[config.mk]
export PLATFORM = sky130hd
export DESIGN_NAME = dmip_lane
export DESIGN_NICKNAME = d
export VERILOG_FILES = /design/src/hdl/dmip_pkg.sv /design/src/hdl/dmip_lane.sv
export SDC_FILE = /design/constraint.sdc
export NUM_CORES = 2
export LEC_CHECK = 0
export BUFFER_PORTS_ARGS = -buffer_cell sky130_fd_sc_hd__buf_2
export CORE_AREA = 5 5 300 302
export CTS_BUF_LIST = sky130_fd_sc_hd__clkbuf_8 sky130_fd_sc_hd__clkbuf_16
export CTS_CLUSTER_SIZE = 25
export DETAILED_ROUTE_END_ITERATION = 10
export DIE_AREA = 0 0 305 307
export GPL_ROUTABILITY_DRIVEN = 0
export PLACE_DENSITY_LB_ADDON = 0.25
export SYNTH_ARGS = -nofsm -noshare
export SYNTH_HDL_FRONTEND = slang
export SYNTH_SLANG_ARGS = --single-unit
[constraint.sdc]
create_clock -name clock -period 24.4 [get_ports clock]
set_clock_uncertainty 0.1 [all_clocks]
set_input_delay 4.88 -clock clock [delete_from_list [all_inputs] [get_ports clock]]
set_output_delay 4.88 -clock clock [all_outputs]
set_load 0.01 [all_outputs]
[src/hdl/dmip_pkg.sv]
// Shared types and constants for the dual motor incremental PID block.
package dmip_pkg;

   // Fixed field and register widths.
   localparam int GAIN_W     = 24;
   localparam int ACC_W      = 32;
   localparam int DUTY_W     = 7;
   localparam int CSR_IDX_W  = 3;
   localparam int RSP_DATA_W = 32;

   // Duty clamp and the accumulator's reset value in whole units.
   localparam int DUTY_MAX    = 99;
   localparam int ACC_RESET_INT = 10;

   // Gain register reset values.
   localparam logic [GAIN_W-1:0] PROP_GAIN_RESET  = 24'd655360;
   localparam logic [GAIN_W-1:0] INTEG_GAIN_RESET = 24'd262;
   localparam logic [GAIN_W-1:0] DERIV_GAIN_RESET = 24'd0;

   // Configuration register indexes.
   typedef enum logic [CSR_IDX_W-1:0] {
      REG_PROP_LEFT,
      REG_INTEG_LEFT,
      REG_DERIV_LEFT,
      REG_PROP_RIGHT,
      REG_INTEG_RIGHT,
      REG_DERIV_RIGHT,
      REG_COAST_MODE
   } csr_index_type;

   // Gains of one lane.
   typedef struct packed {
      logic [GAIN_W-1:0] prop;
      logic [GAIN_W-1:0] integ;
      logic [GAIN_W-1:0] deriv;
   } lane_gain_type;

   // Stage advance strobes shared by both lanes.
   typedef struct packed {
      logic load_err;
      logic load_prod;
      logic load_delta;
      logic load_acc;
   } lane_adv_type;

endpackage

[src/hdl/dmip_lane.sv]
// One motor lane: error history, three gain products, sum and saturating accumulator.
module dmip_lane #(
   parameter int SPEED_BITS     = 12,
   parameter int GAIN_FRAC_BITS = 16
) (
   input  logic                                   clock,
   input  logic                                   reset,
   input  dmip_pkg::lane_adv_type                 adv,
   input  dmip_pkg::lane_gain_type                gain,
   input  logic                                   coast_mode,
   input  logic [SPEED_BITS-2:0]                  target,
   input  logic signed [SPEED_BITS-1:0]           measured,
   output logic signed [dmip_pkg::ACC_W-1:0]      acc
);

   localparam int ERR_W   = SPEED_BITS + 1;
   localparam int D1_W    = ERR_W + 1;
   localparam int D2_W    = ERR_W + 2;
   localparam int IG_W    = dmip_pkg::GAIN_W + 5;
   localparam int PP_W    = dmip_pkg::GAIN_W + 1 + D1_W;
   localparam int PI_W    = IG_W + 1 + ERR_W;
   localparam int PD_W    = dmip_pkg::GAIN_W + 1 + D2_W;
   localparam int SUM_W   = PI_W + 2;
   localparam int ASUM_W  = SUM_W + 1;
   localparam int ACC_W   = dmip_pkg::ACC_W;
   localparam logic signed [ACC_W-1:0] ACC_RESET =
      ACC_W'(dmip_pkg::ACC_RESET_INT) << GAIN_FRAC_BITS;
   localparam logic signed [ACC_W-1:0] ACC_MAX = {1'b0, {(ACC_W-1){1'b1}}};
   localparam logic signed [ACC_W-1:0] ACC_MIN = {1'b1, {(ACC_W-1){1'b0}}};

   logic signed [ERR_W-1:0]  err_in;
   logic signed [ERR_W-1:0]  err_ff;
   logic signed [ERR_W-1:0]  err1_ff;
   logic signed [ERR_W-1:0]  err2_ff;
   logic signed [D1_W-1:0]   d1_in;
   logic signed [D1_W-1:0]   d1_ff;
   logic signed [D2_W-1:0]   d2_in;
   logic signed [D2_W-1:0]   d2_ff;
   logic [IG_W-1:0]          integ_eff;
   logic signed [PP_W-1:0]   pp_in;
   logic signed [PP_W-1:0]   pp_ff;
   logic signed [PI_W-1:0]   pi_in;
   logic signed [PI_W-1:0]   pi_ff;
   logic signed [PD_W-1:0]   pd_in;
   logic signed [PD_W-1:0]   pd_ff;
   logic signed [SUM_W-1:0]  delta_in;
   logic signed [SUM_W-1:0]  delta_ff;
   logic signed [ASUM_W-1:0] acc_sum;
   logic [ASUM_W-ACC_W:0]    acc_hi;
   logic signed [ACC_W-1:0]  acc_in;
   logic signed [ACC_W-1:0]  acc_ff;

   // Error and its first and second differences against the stored history.
   always_comb begin
      err_in = $signed({2'b00, target}) - $signed({measured[SPEED_BITS-1], measured});
      d1_in  = D1_W'(err_in) - D1_W'(err1_ff);
      d2_in  = D2_W'(err_in) - (D2_W'(err1_ff) <<< 1) + D2_W'(err2_ff);
   end

   // The error history moves on each accepted item.
   always_ff @(posedge clock) begin
      if (reset) begin
         err1_ff <= '0;
         err2_ff <= '0;
      end else if (adv.load_err) begin
         err1_ff <= err_in;
         err2_ff <= err1_ff;
      end
   end

   always_ff @(posedge clock) begin
      if (adv.load_err) begin
         err_ff <= err_in;
         d1_ff  <= d1_in;
         d2_ff  <= d2_in;
      end
   end

   // Coast mode scales the integral gain by twenty as 16x + 4x.
   always_comb begin
      if (coast_mode) begin
         integ_eff = (IG_W'(gain.integ) << 4) + (IG_W'(gain.integ) << 2);
      end else begin
         integ_eff = IG_W'(gain.integ);
      end
   end

   // Three gain products, each registered.
   always_comb begin
      pp_in = $signed({1'b0, gain.prop}) * d1_ff;
      pi_in = $signed({1'b0, integ_eff}) * err_ff;
      pd_in = $signed({1'b0, gain.deriv}) * d2_ff;
   end

   always_ff @(posedge clock) begin
      if (adv.load_prod) begin
         pp_ff <= pp_in;
         pi_ff <= pi_in;
         pd_ff <= pd_in;
      end
   end

   // Exact increment of the accumulator.
   assign delta_in = SUM_W'(pp_ff) + SUM_W'(pi_ff) + SUM_W'(pd_ff);

   always_ff @(posedge clock) begin
      if (adv.load_delta) begin
         delta_ff <= delta_in;
      end
   end

   // Accumulate and saturate to the signed 32-bit range.
   always_comb begin
      acc_sum = ASUM_W'(acc_ff) + ASUM_W'(delta_ff);
      acc_hi  = acc_sum[ASUM_W-1:ACC_W-1];
      if ((&acc_hi) || !(|acc_hi)) begin
         acc_in = acc_sum[ACC_W-1:0];
      end else if (acc_sum[ASUM_W-1]) begin
         acc_in = ACC_MIN;
      end else begin
         acc_in = ACC_MAX;
      end
   end

   always_ff @(posedge clock) begin
      if (reset) begin
         acc_ff <= ACC_RESET;
      end else if (adv.load_acc) begin
         acc_ff <= acc_in;
      end
   end

   assign acc = acc_ff;

endmodule

==> flow_summary.ini <==
[worst_setup_path]
cp-end-kind = flip-flop
path_common_cell = fa_1
crit_slowest_cell = fa_1
critPathMaxFanout = 10
path_class = in2reg
crit_path_start_kind = primary input
timing.critical_path.arrival_ns = 13.90
max_stage_delay_ns = 0.57
critPathRequiredTime_ns = 24.60

[synth]
async_reset_ff_frac = 0
yosys.cell_types.count = 79
avgSynthCellArea_um2 = 9.39
synth-edff-count = 209
ys_seq_elements = 267
ys.flop_type = edfxtp_1
synth_warnings = 0
synthCells = 5511
syn-num-nets = 7053
ys_seq_area_frac = 0.144
synth_area_mm2 = 0.0518

[placed_design]
hpwl_um = 101000
portBuffers = 133
dp.cells = 6627

[run_status]
status = completed

[global_route]
grt_pass1_wl_um = 206000
antenna_found_initial = 3
grtUsageTotal = 0.269
grt_max_degree = 70
grt_pass1_vias = 39600
grt_overflow = 0

[clocking]
htree_levels = 1
cts_tree = done
numCtsBuffers = 27
post_cts_buffers = 0
clockBufferDepth = 3
clock_latency_ns = 0.56
cts_root_buf = clkbuf_16
post_cts_resized = 0
clk_pin_slew_ns = 0.07
ctsHoldBuffers = 0
clock-sinks = 267

[layout]
drive_gt1_frac = 0.0537
synthToLayoutAreaGrowth_pct = 4.81
nFillCells = 7354
nNetsFinal = 7033
stdcell_count = 6679
final_util = 0.621

[die]
core_area_mm2 = 0.0874
io_pins = 134
initial_core_util = 0.592
die_h_um = 307
rows = 109
fp.dieArea_mm2 = 0.0936
die_width_um = 305

[routing]
routedWlPerCell_um = 18.7
routed_wl_um = 125000
firstDrtPassIters = 6
ant_nets = 0
viasPerCell = 5.70
drcViolationCount = 0
drt-initial-drc-count = 2698
num_vias = 38100

[timing]
timing.fmax_mhz = 73.0
final_max_slew_viol_count = 0
tns_ns = 0
worst_pin_slew_ns = 1.19
hold_viol = 0
rsz0062_at_grt = false
slew_headroom = 0.204
setup_viol_count_final = 0
finalCritPeriodShare = 0.561
fin_crit_ns = 13.69

[job]
drv_cap = 0

[min_path]
hp-class = reg2reg
## cells in the final DEF (no fill, tap or decap), drive strengths merged, types with 65 or more instances in the layout
cell type / count
a21o: 101
a21oi: 199
and2: 357
buf: 176
edfxtp: 209
fa: 905
ha: 535
inv: 943
nand2: 701
nand2b: 86
nor2: 241
nor2b: 65
o21ai: 161
xnor2: 156
## critical path: cells and delay by family
family | cells | cell delay (ns)
and+or+nand+nor | 7 | 1.47
xor gates and xnor gates | 1 | 0.12
AOI/OAI and AO/OA | 16 | 3.42
adders and majority gates | 8 | 3.62
buffers and inverters | 4 | 0.40
## cell type report
type	instances	area (um2)	area share
tap	1165	1460	0.0269
sequential	267	7440	0.137
antenna	2	5.00	0.0000922
inverter	938	3520	0.0649
timing repair buffer	176	993	0.0183
clock inverter	21	201	0.00371
multi-input combinational	4081	39900	0.736
clock buffer	29	703	0.0130
## cells by family after synthesis
group,synth area share
AO/OA/AOI/OAI,0.0908
XOR/XNOR,0.0362
adder cells (fa/ha/maj),0.479
buffers and inverters,0.0851
flip-flops,0.144
multiplexers,0.00882
AND/OR/NAND/NOR,0.156
## registers in the layout, summed over array words and instances, names as in the netlist
register and cells:
pd_ff 40, acc 32, delta_ff 45, d2_ff 15
pi_ff 43, err2_ff 13, pp_ff 39, err_ff 13
err1_ff 13, d1_ff 14
## cell usage after synthesis, drive strengths merged, types with 21 or more instances
| cell type | n | area [um2] |
|---|---|---|
| a211oi | 45 | 488 |
| a21boi | 24 | 180 |
| a21o | 101 | 758 |
| a21oi | 199 | 1010 |
| and2 | 357 | 2230 |
| and3 | 58 | 363 |
| clkbuf | 211 | 795 |
| dfxtp | 58 | 1160 |
| edfxtp | 209 | 6280 |
| fa | 905 | 18100 |
| ha | 535 | 6690 |
| inv | 938 | 3520 |
| mux2i | 31 | 310 |
| nand2 | 701 | 2630 |
| nand2b | 86 | 538 |
| nand3 | 51 | 255 |
| nand4 | 21 | 131 |
| nor2 | 241 | 905 |
| nor2b | 65 | 407 |
| nor3 | 37 | 190 |
| o21a | 32 | 240 |
| o21ai | 161 | 806 |
| o21bai | 38 | 285 |
| xnor2 | 156 | 1370 |
| xor2 | 58 | 508 |
## worst paths after layout
path                    from    endpoint  slack (ns)  depth (start not counted)
setup / recovery    gain[25]   pi_ff[41]       10.71                         36
hold / removal    err1_ff[0]  err1_ff[0]        0.43                          2
setup reg to reg  err_ff[12]   pi_ff[42]       16.17                         24
hold reg to reg   err1_ff[0]  err1_ff[0]        0.43                          2
## through the flow
step | cell area (um2) | setup WS [ns] | hold WS (ns)
floorplan | 51800 | 11.26 | 0.365
global placement | 53300 | 10.52 | 0.377
detailed placement | 53300 | 10.25 | 0.414
CTS | 54300 | 10.82 | 0.432
global route | 54300 | 10.24 | 0.461
finish | 54300 | 10.71 | 0.427
## routing by layer
metal  global-route usage  vias to the layer above  routed length, um
met1                0.376                    19300              52900
met2                0.462                     1196              60700
li1                     -                    17400                  -
met3               0.0265                      209               7610
met5                    0                        -                  0
met4               0.0639                        0               3360
Power is left out: the tool's default activity adds up to more than one toggle a clock period on the data nets, which glitch-free logic cannot reach.
