**src/hdl/dmip_pkg.sv**
```systemverilog
// Shared types and constants for the dual motor incremental PID block.
package dmip_pkg;

   // Fixed field and register widths.
   localparam int GAIN_W     = 24;
   localparam int ACC_W      = 32;
   localparam int DUTY_W     = 7;
   localparam int CSR_IDX_W  = 3;
   localparam int RSP_DATA_W = 32;

   // Duty clamp and the accumulator's reset value in whole units.
   localparam int DUTY_MAX    = 99;
   localparam int ACC_RESET_INT = 10;

   // Gain register reset values.
   localparam logic [GAIN_W-1:0] PROP_GAIN_RESET  = 24'd655360;
   localparam logic [GAIN_W-1:0] INTEG_GAIN_RESET = 24'd262;
   localparam logic [GAIN_W-1:0] DERIV_GAIN_RESET = 24'd0;

   // Configuration register indexes.
   typedef enum logic [CSR_IDX_W-1:0] {
      REG_PROP_LEFT,
      REG_INTEG_LEFT,
      REG_DERIV_LEFT,
      REG_PROP_RIGHT,
      REG_INTEG_RIGHT,
      REG_DERIV_RIGHT,
      REG_COAST_MODE
   } csr_index_type;

   // Gains of one lane.
   typedef struct packed {
      logic [GAIN_W-1:0] prop;
      logic [GAIN_W-1:0] integ;
      logic [GAIN_W-1:0] deriv;
   } lane_gain_type;

   // Stage advance strobes shared by both lanes.
   typedef struct packed {
      logic load_err;
      logic load_prod;
      logic load_delta;
      logic load_acc;
   } lane_adv_type;

endpackage

```
**src/hdl/dmip_merge.sv**
```systemverilog
// Merge stage: turns both lane accumulators into forward and reverse duties.
module dmip_merge #(
   parameter int GAIN_FRAC_BITS = 16
) (
   input  logic                               clock,
   input  logic                               load,
   input  logic signed [dmip_pkg::ACC_W-1:0]  acc_left,
   input  logic signed [dmip_pkg::ACC_W-1:0]  acc_right,
   output logic [dmip_pkg::DUTY_W-1:0]        forward_duty_left,
   output logic [dmip_pkg::DUTY_W-1:0]        reverse_duty_left,
   output logic [dmip_pkg::DUTY_W-1:0]        forward_duty_right,
   output logic [dmip_pkg::DUTY_W-1:0]        reverse_duty_right
);

   localparam int ACC_W  = dmip_pkg::ACC_W;
   localparam int MAG_W  = ACC_W + 1;
   localparam int DUTY_W = dmip_pkg::DUTY_W;

   logic [DUTY_W-1:0] fwd_left_ff;
   logic [DUTY_W-1:0] rev_left_ff;
   logic [DUTY_W-1:0] fwd_right_ff;
   logic [DUTY_W-1:0] rev_right_ff;

   // Halve the magnitude, drop the fraction and clamp to the duty limit.
   function automatic logic [DUTY_W-1:0] clamp_duty(input logic [MAG_W-1:0] mag);
      logic [MAG_W-1:0] whole;
      whole = mag >> (GAIN_FRAC_BITS + 1);
      if (whole > MAG_W'(dmip_pkg::DUTY_MAX)) begin
         return DUTY_W'(dmip_pkg::DUTY_MAX);
      end
      return whole[DUTY_W-1:0];
   endfunction

   // A positive accumulator drives forward; zero or negative drives reverse.
   function automatic logic [DUTY_W-1:0] fwd_duty(input logic signed [ACC_W-1:0] a);
      if (!a[ACC_W-1] && (a != '0)) begin
         return clamp_duty({1'b0, a});
      end
      return '0;
   endfunction

   function automatic logic [DUTY_W-1:0] rev_duty(input logic signed [ACC_W-1:0] a);
      logic [MAG_W-1:0] mag;
      mag = -{a[ACC_W-1], a};
      if (!a[ACC_W-1] && (a != '0)) begin
         return '0;
      end
      return clamp_duty(mag);
   endfunction

   // Output register of the result channel.
   always_ff @(posedge clock) begin
      if (load) begin
         fwd_left_ff  <= fwd_duty(acc_left);
         rev_left_ff  <= rev_duty(acc_left);
         fwd_right_ff <= fwd_duty(acc_right);
         rev_right_ff <= rev_duty(acc_right);
      end
   end

   assign forward_duty_left  = fwd_left_ff;
   assign reverse_duty_left  = rev_left_ff;
   assign forward_duty_right = fwd_right_ff;
   assign reverse_duty_right = rev_right_ff;

endmodule

```
**config.mk**
```make
export PLATFORM = sky130hd
export DESIGN_NAME = dmip_merge
export DESIGN_NICKNAME = d
export VERILOG_FILES = /design/src/hdl/dmip_pkg.sv /design/src/hdl/dmip_merge.sv
export SDC_FILE = /design/constraint.sdc
export NUM_CORES = 1
export LEC_CHECK = 0
export BUFFER_PORTS_ARGS = -buffer_cell sky130_fd_sc_hd__buf_2
export CAP_MARGIN = 10
export CELL_PAD_IN_SITES_DETAIL_PLACEMENT = 0
export CELL_PAD_IN_SITES_GLOBAL_PLACEMENT = 1
export CORE_ASPECT_RATIO = 0.5
export CORE_MARGIN = 8
export CORE_UTILIZATION = 35
export DETAILED_ROUTE_END_ITERATION = 8
export GPL_TIMING_DRIVEN = 0
export PLACE_DENSITY = 0.85
export SLEW_MARGIN = 15
export SYNTH_ARGS = -nofsm -noshare
export SYNTH_HDL_FRONTEND = slang
export SYNTH_SLANG_ARGS = --single-unit
```
**constraint.sdc**
```tcl
create_clock -name clock -period 9.8 [get_ports clock]
set_clock_uncertainty 0.1 [all_clocks]
set_input_delay 1.47 -clock clock [delete_from_list [all_inputs] [get_ports clock]]
set_output_delay 1.47 -clock clock [all_outputs]
set_load 0.05 [all_outputs]
```
==> flow_summary.ini, run 1 <==
[yosys]
syn_area_um2 = 1780
synth_seq_area_share_pct = 47.3
synth_nets = 235
ys_types = 41
synth_seq_cells = 28
ys.flop_type = edfxtp_1
synth_edf_count = 28
yosysWarnings = 0
ys_async_sr_fraction_pct = 0
synth_cells = 167
avgSynthCellArea_um2 = 10.7

[floorplanning]
core_area_um2 = 4910
ios = 94
placementRows = 18
chipHeight_um = 66.4
die_width_um = 117
start_util_pct = 36.2
dieArea_um2 = 7760

[critical_path]
cp_num_buf_inv = 1
critPathTopFamily = simple AND/OR/NAND/NOR gates
path_cells = buf_2 > or4_4 > nor4_4 > and3_2 > or2b_1 > ha_1 > nand4_1 > or3_2 > a22oi_4 > nor4b_1
path_max_fanout = 7
worstPathArrival_ns = 4.32
critPathLaunchType = input port
end_kind = flip-flop
slowest_delay_ns = 0.53
slowest_stage = or4_4
criticalPathCategory = in2reg
worst-path-stages = 10
worstPathRequired_ns = 9.77

[cells_and_area]
layout.nets = 332
drive_gt1_share_pct = 41.1
mostFrequentLayoutCells = buf_2, edfxtp_1, nor2_1
fill_cells = 496
layout_commonest_cell = buf_2
num_antenna_cells = 0
syn2layout_area_growth_pct = 34.8

[clock_tree]
cts_setup_buffers = 0
cts_hold_buf = 0
post_cts_resized = 0
root_buffer = clkbuf_8
cts_tree = done
clk_pin_slew_ns = 0.10
h-tree-depth = 1
numCtsBuffers = 3
clkSinkCount = 28
cts_buffer_depth = 2

[drt]
via_per_inst = 5.12
postRouteAntennaNets = 0
routed-via-count = 1704
wl_um = 4730
wire_per_inst_um = 14.2
first_pass_iters = 4
post-route-drc-count = 0
drtIter0Drc = 51

[global_routing]
grt_pass1_wl_um = 7530
grt_antenna_before_repair = 0
grt_pass1_vias = 1760
overflow = 0
grt_max_degree = 29
grt_usage_pct = 11.9

[timing]
period_share_pct = 44.4
period_minus_slack_ns = 4.35
rsz0062_at_grt = no
fmax_mhz = 230
tns_ns = 0
hold_viol = 0
worst_slew_pin_slew_ns = 0.605
finalSetupViolCount = 0
final_max_slew_viol_count = 0
relSlewSlack_pct = 59.7

[placed_design]
place_hpwl_um = 4030
numPortBuffers = 92
place_congestion = 0.772

[run_status]
outcome = finished clean

[job]
cap_viol_max_count = 0

[worst_hold_path]
worstHoldStart = acc_right[18]
holdCritPathClass = in2reg
worstHoldEndpoint = forward_duty_right[1]
min_path_cells = 2

[power]
pwr_density_cell_nw_per_um2 = 127
vdd.ir_drop.worst_v = 0.0000570
p_leak_nw = 1.01
power_w = 0.000304
## per-stage QoR
| stage | area, µm² | setup WS [ns] | std cells | utilization (%) | hold slack [ns] |
|---|---|---|---|---|---|
| 2_1_floorplan | 1780 | 5.58 | 167 | - | 1.48 |
| 3_3_place_gp | 2330 | 5.25 | 329 | 47.4 | 1.71 |
| 3_5_place_dp | 2330 | 5.12 | 329 | 47.4 | 1.72 |
| 4_1_cts | 2400 | 5.40 | 333 | 48.9 | 1.43 |
| 5_1_grt | 2400 | 5.30 | 333 | 48.9 | 1.42 |
| 6_report | 2400 | 5.45 | 333 | 48.9 | 1.43 |
## kinds of logic after synthesis
logic type	synth area share [%]
xor+xnor	4.43
simple gates	29.7
compound gates	15.3
mux	0.563
buf+inv	1.27
flops	47.3
fa+ha+maj	1.41
## where the power goes
group	internal, W	switching [W]	total (W)
combinational	0.0000216	0.0000509	0.0000725
clock	0.0000547	0.0000354	0.0000901
sequential	0.000140	0.00000168	0.000142
total	0.000216	0.0000880	0.000304
## worst max-delay path by stage
| stage | start | end | slack, ns |
|---|---|---|---|
| after floorplan | acc_left[11] | reverse_duty_left[3] | 5.58 |
| after detailed placement | acc_left[11] | reverse_duty_left[3] | 5.12 |
| after CTS | acc_left[11] | reverse_duty_left[3] | 5.40 |
| final | acc_left[11] | reverse_duty_left[3] | 5.45 |
| after global placement | acc_left[11] | reverse_duty_left[4] | 5.25 |
| after global routing | acc_left[11] | reverse_duty_left[3] | 5.30 |
## cell usage after synthesis, drive strengths merged, types with 2 or more instances
library cell / count / share of area (%)
a21oi: 6 / 1.7
a31o: 2 / 0.98
a31oi: 7 / 2.5
and2: 2 / 0.70
and3: 10 / 3.6
and4: 2 / 0.98
and4b: 2 / 1.1
clkbuf: 3 / 0.63
edfxtp: 28 / 47
ha: 2 / 1.4
inv: 3 / 0.63
nand2: 9 / 1.9
nand3: 7 / 2.0
nand4: 5 / 2.1
nor2: 15 / 3.2
nor3: 6 / 1.7
nor4: 8 / 4.5
nor4b: 3 / 1.5
o211ai: 2 / 1.4
o21a: 9 / 3.8
o21ai: 5 / 1.4
o31ai: 2 / 0.84
or3: 5 / 1.8
or4: 5 / 2.3
xnor2: 4 / 2.0
xor2: 5 / 2.5
## per-layer routing
layer / up-vias / wire length [µm] / global-route usage, %
met4: 0 / 34 / 2.37
met1: 786 / 1900 / 12.7
met2: 59 / 2410 / 23.1
met5: - / 0 / 0
met3: 2 / 390 / 3.37
li1: 857 / - / -
## state kept, by name (all words and copies together) (netlist names)
name                cells
forward_duty_left       7
forward_duty_right      7
reverse_duty_left       7
reverse_duty_right      7
## cell type report
cell class | instances | area (µm²) | share of cell area, %
multi-input cells | 133 | 916 | 38.2
flip-flops and latches | 28 | 841 | 35.1
inverters | 3 | 11.3 | 0.469
well taps | 70 | 87.6 | 3.65
clock inverters | 1 | 30.0 | 1.25
repair buffers | 92 | 460 | 19.2
plain buffers | 3 | 11.3 | 0.469
clock buffers | 3 | 41.3 | 1.72
(Power assumes the default switching activity.)
==> run 2, diff against run 1 <==
--- a/config.mk
+++ b/config.mk
@@ -11,10 +11,10 @@
 export CELL_PAD_IN_SITES_GLOBAL_PLACEMENT = 1
 export CORE_ASPECT_RATIO = 0.5
 export CORE_MARGIN = 8
-export CORE_UTILIZATION = 35
+export CORE_UTILIZATION = 30
 export DETAILED_ROUTE_END_ITERATION = 8
 export GPL_TIMING_DRIVEN = 0
-export PLACE_DENSITY = 0.85
+export PLACE_DENSITY = 0.78
 export SLEW_MARGIN = 15
 export SYNTH_ARGS = -nofsm -noshare
 export SYNTH_HDL_FRONTEND = slang
==> constraint.sdc (replaced) <==
create_clock -name clock -period 4 [get_ports clock]
set_clock_uncertainty 0.1 [all_clocks]
set_input_delay 0.6 -clock clock [delete_from_list [all_inputs] [get_ports clock]]
set_output_delay 0.6 -clock clock [all_outputs]
set_load 0.05 [all_outputs]
==> run 2 against run 1 <==
  * Worst hold slack worse by 0.85 ns
  * Flip-flop and latch count stayed put
  * Worst setup slack worse by 5.0 ns
  * First-iteration DRC count is 69% higher
  * Combinational power is 150% higher
  * Clock power grew to 3.3 times the previous value
  * Sequential share of layout area is 0.54 points lower
  * Routed wire length is 3.3% higher
==> flow_summary.ini, run 2 (synthesis results as in run 1) <==
[clock_tree]
cts_setup_buffers = 0
cts_buffer_depth = 2
cts_hold_buf = 0
numCtsBuffers = 3
cts_tree = done
clk_pin_slew_ns = 0.07
root_buffer = clkbuf_16
clkSinkCount = 28
post_cts_resized = 0
h-tree-depth = 1

[cells_and_area]
mostFrequentLayoutCells = buf_2, edfxtp_1, nor2_1
multi_input_area_um2 = 916
seqCellArea_um2 = 841
num_antenna_cells = 0
syn2layout_area_growth_pct = 36.9
final_util_pct = 43.4
fill_cells = 524
layout_commonest_cell = buf_2
layout.nets = 332
drive_gt1_share_pct = 41.1

[worst_hold_path]
worstHoldEndpoint = forward_duty_right[1]
min_path_cells = 2
worstHoldStart = acc_right[18]
holdCritPathClass = in2reg

[drt]
drtIter0Drc = 86
first_pass_iters = 5
via_per_inst = 5.14
routed-via-count = 1726
postRouteAntennaNets = 0
wl_um = 4890
post-route-drc-count = 0
wire_per_inst_um = 14.5

[critical_path]
path_max_fanout = 7
worstPathRequired_ns = 3.95
end_kind = flip-flop
criticalPathCategory = in2reg
critPathLaunchType = input port
worstPathArrival_ns = 3.46

[floorplanning]
ios = 94
start_util_pct = 31.7
dieArea_um2 = 8800
core_area_um2 = 5610
chipHeight_um = 70.5
placementRows = 19
die_width_um = 125

[timing]
whs_ns = 0.572
fmax_mhz = 285
tns_ns = 0
fin_ws_ns = 0.486
finalSetupViolCount = 0
final_max_slew_viol_count = 0
hold_viol = 0
period_share_pct = 87.9
worst_slew_pin_slew_ns = 0.625
rsz0062_at_grt = no
period_minus_slack_ns = 3.51
relSlewSlack_pct = 58.3

[global_routing]
grt_pass1_wl_um = 8070
grt_usage_pct = 10.7
grt_max_degree = 29
grt_antenna_before_repair = 0
overflow = 0
grt_pass1_vias = 1801

[job]
cap_viol_max_count = 0

[placed_design]
numPortBuffers = 92
place_hpwl_um = 4070
place_congestion = 0.766
pre_cts_ws_ns = 0.207

[power]
pwr_density_cell_nw_per_um2 = 336
p_leak_nw = 1.02
vdd.ir_drop.worst_v = 0.000170

[run_status]
outcome = finished clean
-- run 2: cell types whose count changed in the layout (fill, tap and decap cells not counted) --
cell and change:
clkbuf_16 +3, clkbuf_8 -3
-- run 2: power by group --
part | switching (W) | internal (W) | leakage (nW)
sequential | 0.00000424 | 0.000343 | 0.270
combinational | 0.000125 | 0.0000529 | 0.703
clock | 0.0000942 | 0.000199 | 0.0511
total | 0.000224 | 0.000595 | 1.02
-- run 2: metrics by stage --
step,std cells,instance area [µm²],total power [W]
2_1_floorplan,167,1780,0.000458
3_3_place_gp,332,2330,0.000531
3_5_place_dp,332,2330,0.000534
4_1_cts,336,2440,0.000828
5_1_grt,336,2440,0.000851
6_report,336,2440,0.000819
-- run 2: routing by layer --
metal	part of all wire, %	global-route usage (%)	wire (µm)
met2	52	21.5	2520
met4	0.63	2.27	31
met5	0	0	0
met3	6.3	3.03	307
met1	41	10.7	2030
-- run 2: worst max-delay path by stage --
| stage | startpoint | endpoint |
|---|---|---|
| 6_report | acc_left[11] | reverse_duty_left[4] |
| 5_1_grt | acc_left[11] | reverse_duty_left[4] |
| 4_1_cts | acc_left[11] | reverse_duty_left[4] |
| 3_5_place_dp | acc_left[11] | reverse_duty_left[4] |
| 3_3_place_gp | acc_left[11] | reverse_duty_left[4] |
| 2_1_floorplan | acc_left[11] | reverse_duty_left[3] |
-- run 2: critical path: stages --
cell	delay [ns]
buf_2	0.10
or4_4	0.53
nor4_4	0.34
and3_2	0.30
or2b_1	0.24
ha_1	0.28
nand4_1	0.08
or3_2	0.44
a22oi_4	0.21
nor4b_1	0.33
-- run 2: final cells by class --
cell class,count,share of cell area [%]
clock buffers,3,3.08
plain buffers,3,0.462
clock inverters,1,1.23
flip-flops and latches,28,34.5
repair buffers,92,18.9
inverters,3,0.462
multi-input cells,133,37.6
well taps,73,3.75
==> run 3, diff against run 2 <==
--- a/config.mk
+++ b/config.mk
@@ -14,8 +14,9 @@
 export CORE_UTILIZATION = 30
 export DETAILED_ROUTE_END_ITERATION = 8
 export GPL_TIMING_DRIVEN = 0
-export PLACE_DENSITY = 0.78
+export PLACE_DENSITY = 0.84
 export SLEW_MARGIN = 15
 export SYNTH_ARGS = -nofsm -noshare
 export SYNTH_HDL_FRONTEND = slang
 export SYNTH_SLANG_ARGS = --single-unit
+export TNS_END_PERCENT = 100
==> run 3 against run 2 <==
  * Global-route usage is 0.40 points higher
  * Combinational power hardly changed
  * Sequential share of layout area stayed put
  * Total power is 0.40% lower
  * Clock power is 1% lower
  * Worst setup slack better by 0.099 ns
  * Die area stayed put
  * Largest power group unchanged
  * Highest routed layer unchanged
==> flow_summary.ini, run 3 (synthesis results as in run 1) <==
[run_status]
outcome = finished clean

[drt]
first_pass_iters = 4
wire_per_inst_um = 14.7
postRouteAntennaNets = 0
drtIter0Drc = 103
wl_um = 4940
post-route-drc-count = 0
routed-via-count = 1720
via_per_inst = 5.12

[timing]
finalSetupViolCount = 0
period_share_pct = 85.4
final_max_slew_viol_count = 0
worst_slew_pin_slew_ns = 0.609
fmax_mhz = 293
tns_ns = 0
whs_ns = 0.575
period_minus_slack_ns = 3.42
hold_viol = 0
relSlewSlack_pct = 59.4
rsz0062_at_grt = no

[critical_path]
path_cells = buf_2 > or4_4 > nor4_4 > and3_2 > or2b_1 > ha_1 > nand4_1 > or3_2 > a22oi_4 > nor4b_1
critPathTopFamily = simple AND/OR/NAND/NOR gates
worstPathRequired_ns = 3.97
worstPathArrival_ns = 3.38
slowest_stage = or4_4
criticalPathCategory = in2reg
cp_num_buf_inv = 1
end_kind = flip-flop
slowest_delay_ns = 0.53
critPathLaunchType = input port
path_max_fanout = 7

[power]
power_w = 0.000816
vdd.ir_drop.worst_v = 0.000221
pwr_density_cell_nw_per_um2 = 335
p_leak_nw = 1.02

[cells_and_area]
syn2layout_area_growth_pct = 36.9
seqCellArea_um2 = 841
num_antenna_cells = 0
drive_gt1_share_pct = 41.1
multi_input_area_um2 = 916
final_util_pct = 43.4
finalNonFillerCells = 336
layout.nets = 332
layout_commonest_cell = buf_2
mostFrequentLayoutCells = buf_2, edfxtp_1, nor2_1
fill_cells = 540

[floorplanning]
core_area_um2 = 5610
die_width_um = 125
chipHeight_um = 70.5
placementRows = 19
start_util_pct = 31.7
ios = 94
dieArea_um2 = 8800

[global_routing]
grt_antenna_before_repair = 0
grt_usage_pct = 11.1
overflow = 0
grt_pass1_wl_um = 8360
grt_max_degree = 29
grt_pass1_vias = 1802

[clock_tree]
cts_tree = done
cts_buffer_depth = 2
cts_hold_buf = 0
clk_pin_slew_ns = 0.07
cts_setup_buffers = 0
root_buffer = clkbuf_16
post_cts_resized = 0
clkSinkCount = 28
h-tree-depth = 1
numCtsBuffers = 3

[worst_hold_path]
holdCritPathClass = in2reg

[placed_design]
place_hpwl_um = 4140
numPortBuffers = 92
place_congestion = 0.801
dp.cells = 332

[job]
cap_viol_max_count = 0
==> run 3: cell counts in the layout (fill, tap and decap cells not counted) <==
Identical to the previous run, type by type.
==> run 3: path summary, 6_finish.rpt <==
check	startpoint	endpoint	slack (ns)	cells after the start
setup / recovery	acc_left[11]	reverse_duty_left[4]	0.58	10
hold / removal	acc_right[18]	forward_duty_right[1]	0.57	2
==> run 3: through the flow <==
stage	worst slack (ns)	cell area [µm²]
global route	0.417	2440
CTS	0.566	2440
finish	0.584	2440
detailed placement	0.317	2330
floorplan	0.646	1780
global placement	0.344	2330
==> run 3: where the power goes <==
group          switching (W)  internal [W]  total [W]
logic               0.000126     0.0000529   0.000179
clock network      0.0000901      0.000199   0.000289
registers         0.00000461      0.000343   0.000348
total               0.000221      0.000595   0.000816
==> run 3: cell type report <==
| cell class | count | share of cell area, % |
|---|---|---|
| Clock buffer | 3 | 3.08 |
| Multi-Input combinational cell | 133 | 37.6 |
| Timing Repair Buffer | 92 | 18.9 |
| Clock inverter | 1 | 1.23 |
| Sequential cell | 28 | 34.5 |
| Inverter | 3 | 0.462 |
| Buffer | 3 | 0.462 |
| Tap cell | 73 | 3.75 |
==> run 3: metal layers <==
layer	part of all wire [%]	wire length [µm]	GRT usage [%]
met1	42	2060	12.2
met5	0	0	0
met2	53	2610	21.7
met3	4.8	238	2.42
met4	0.51	25	1.60
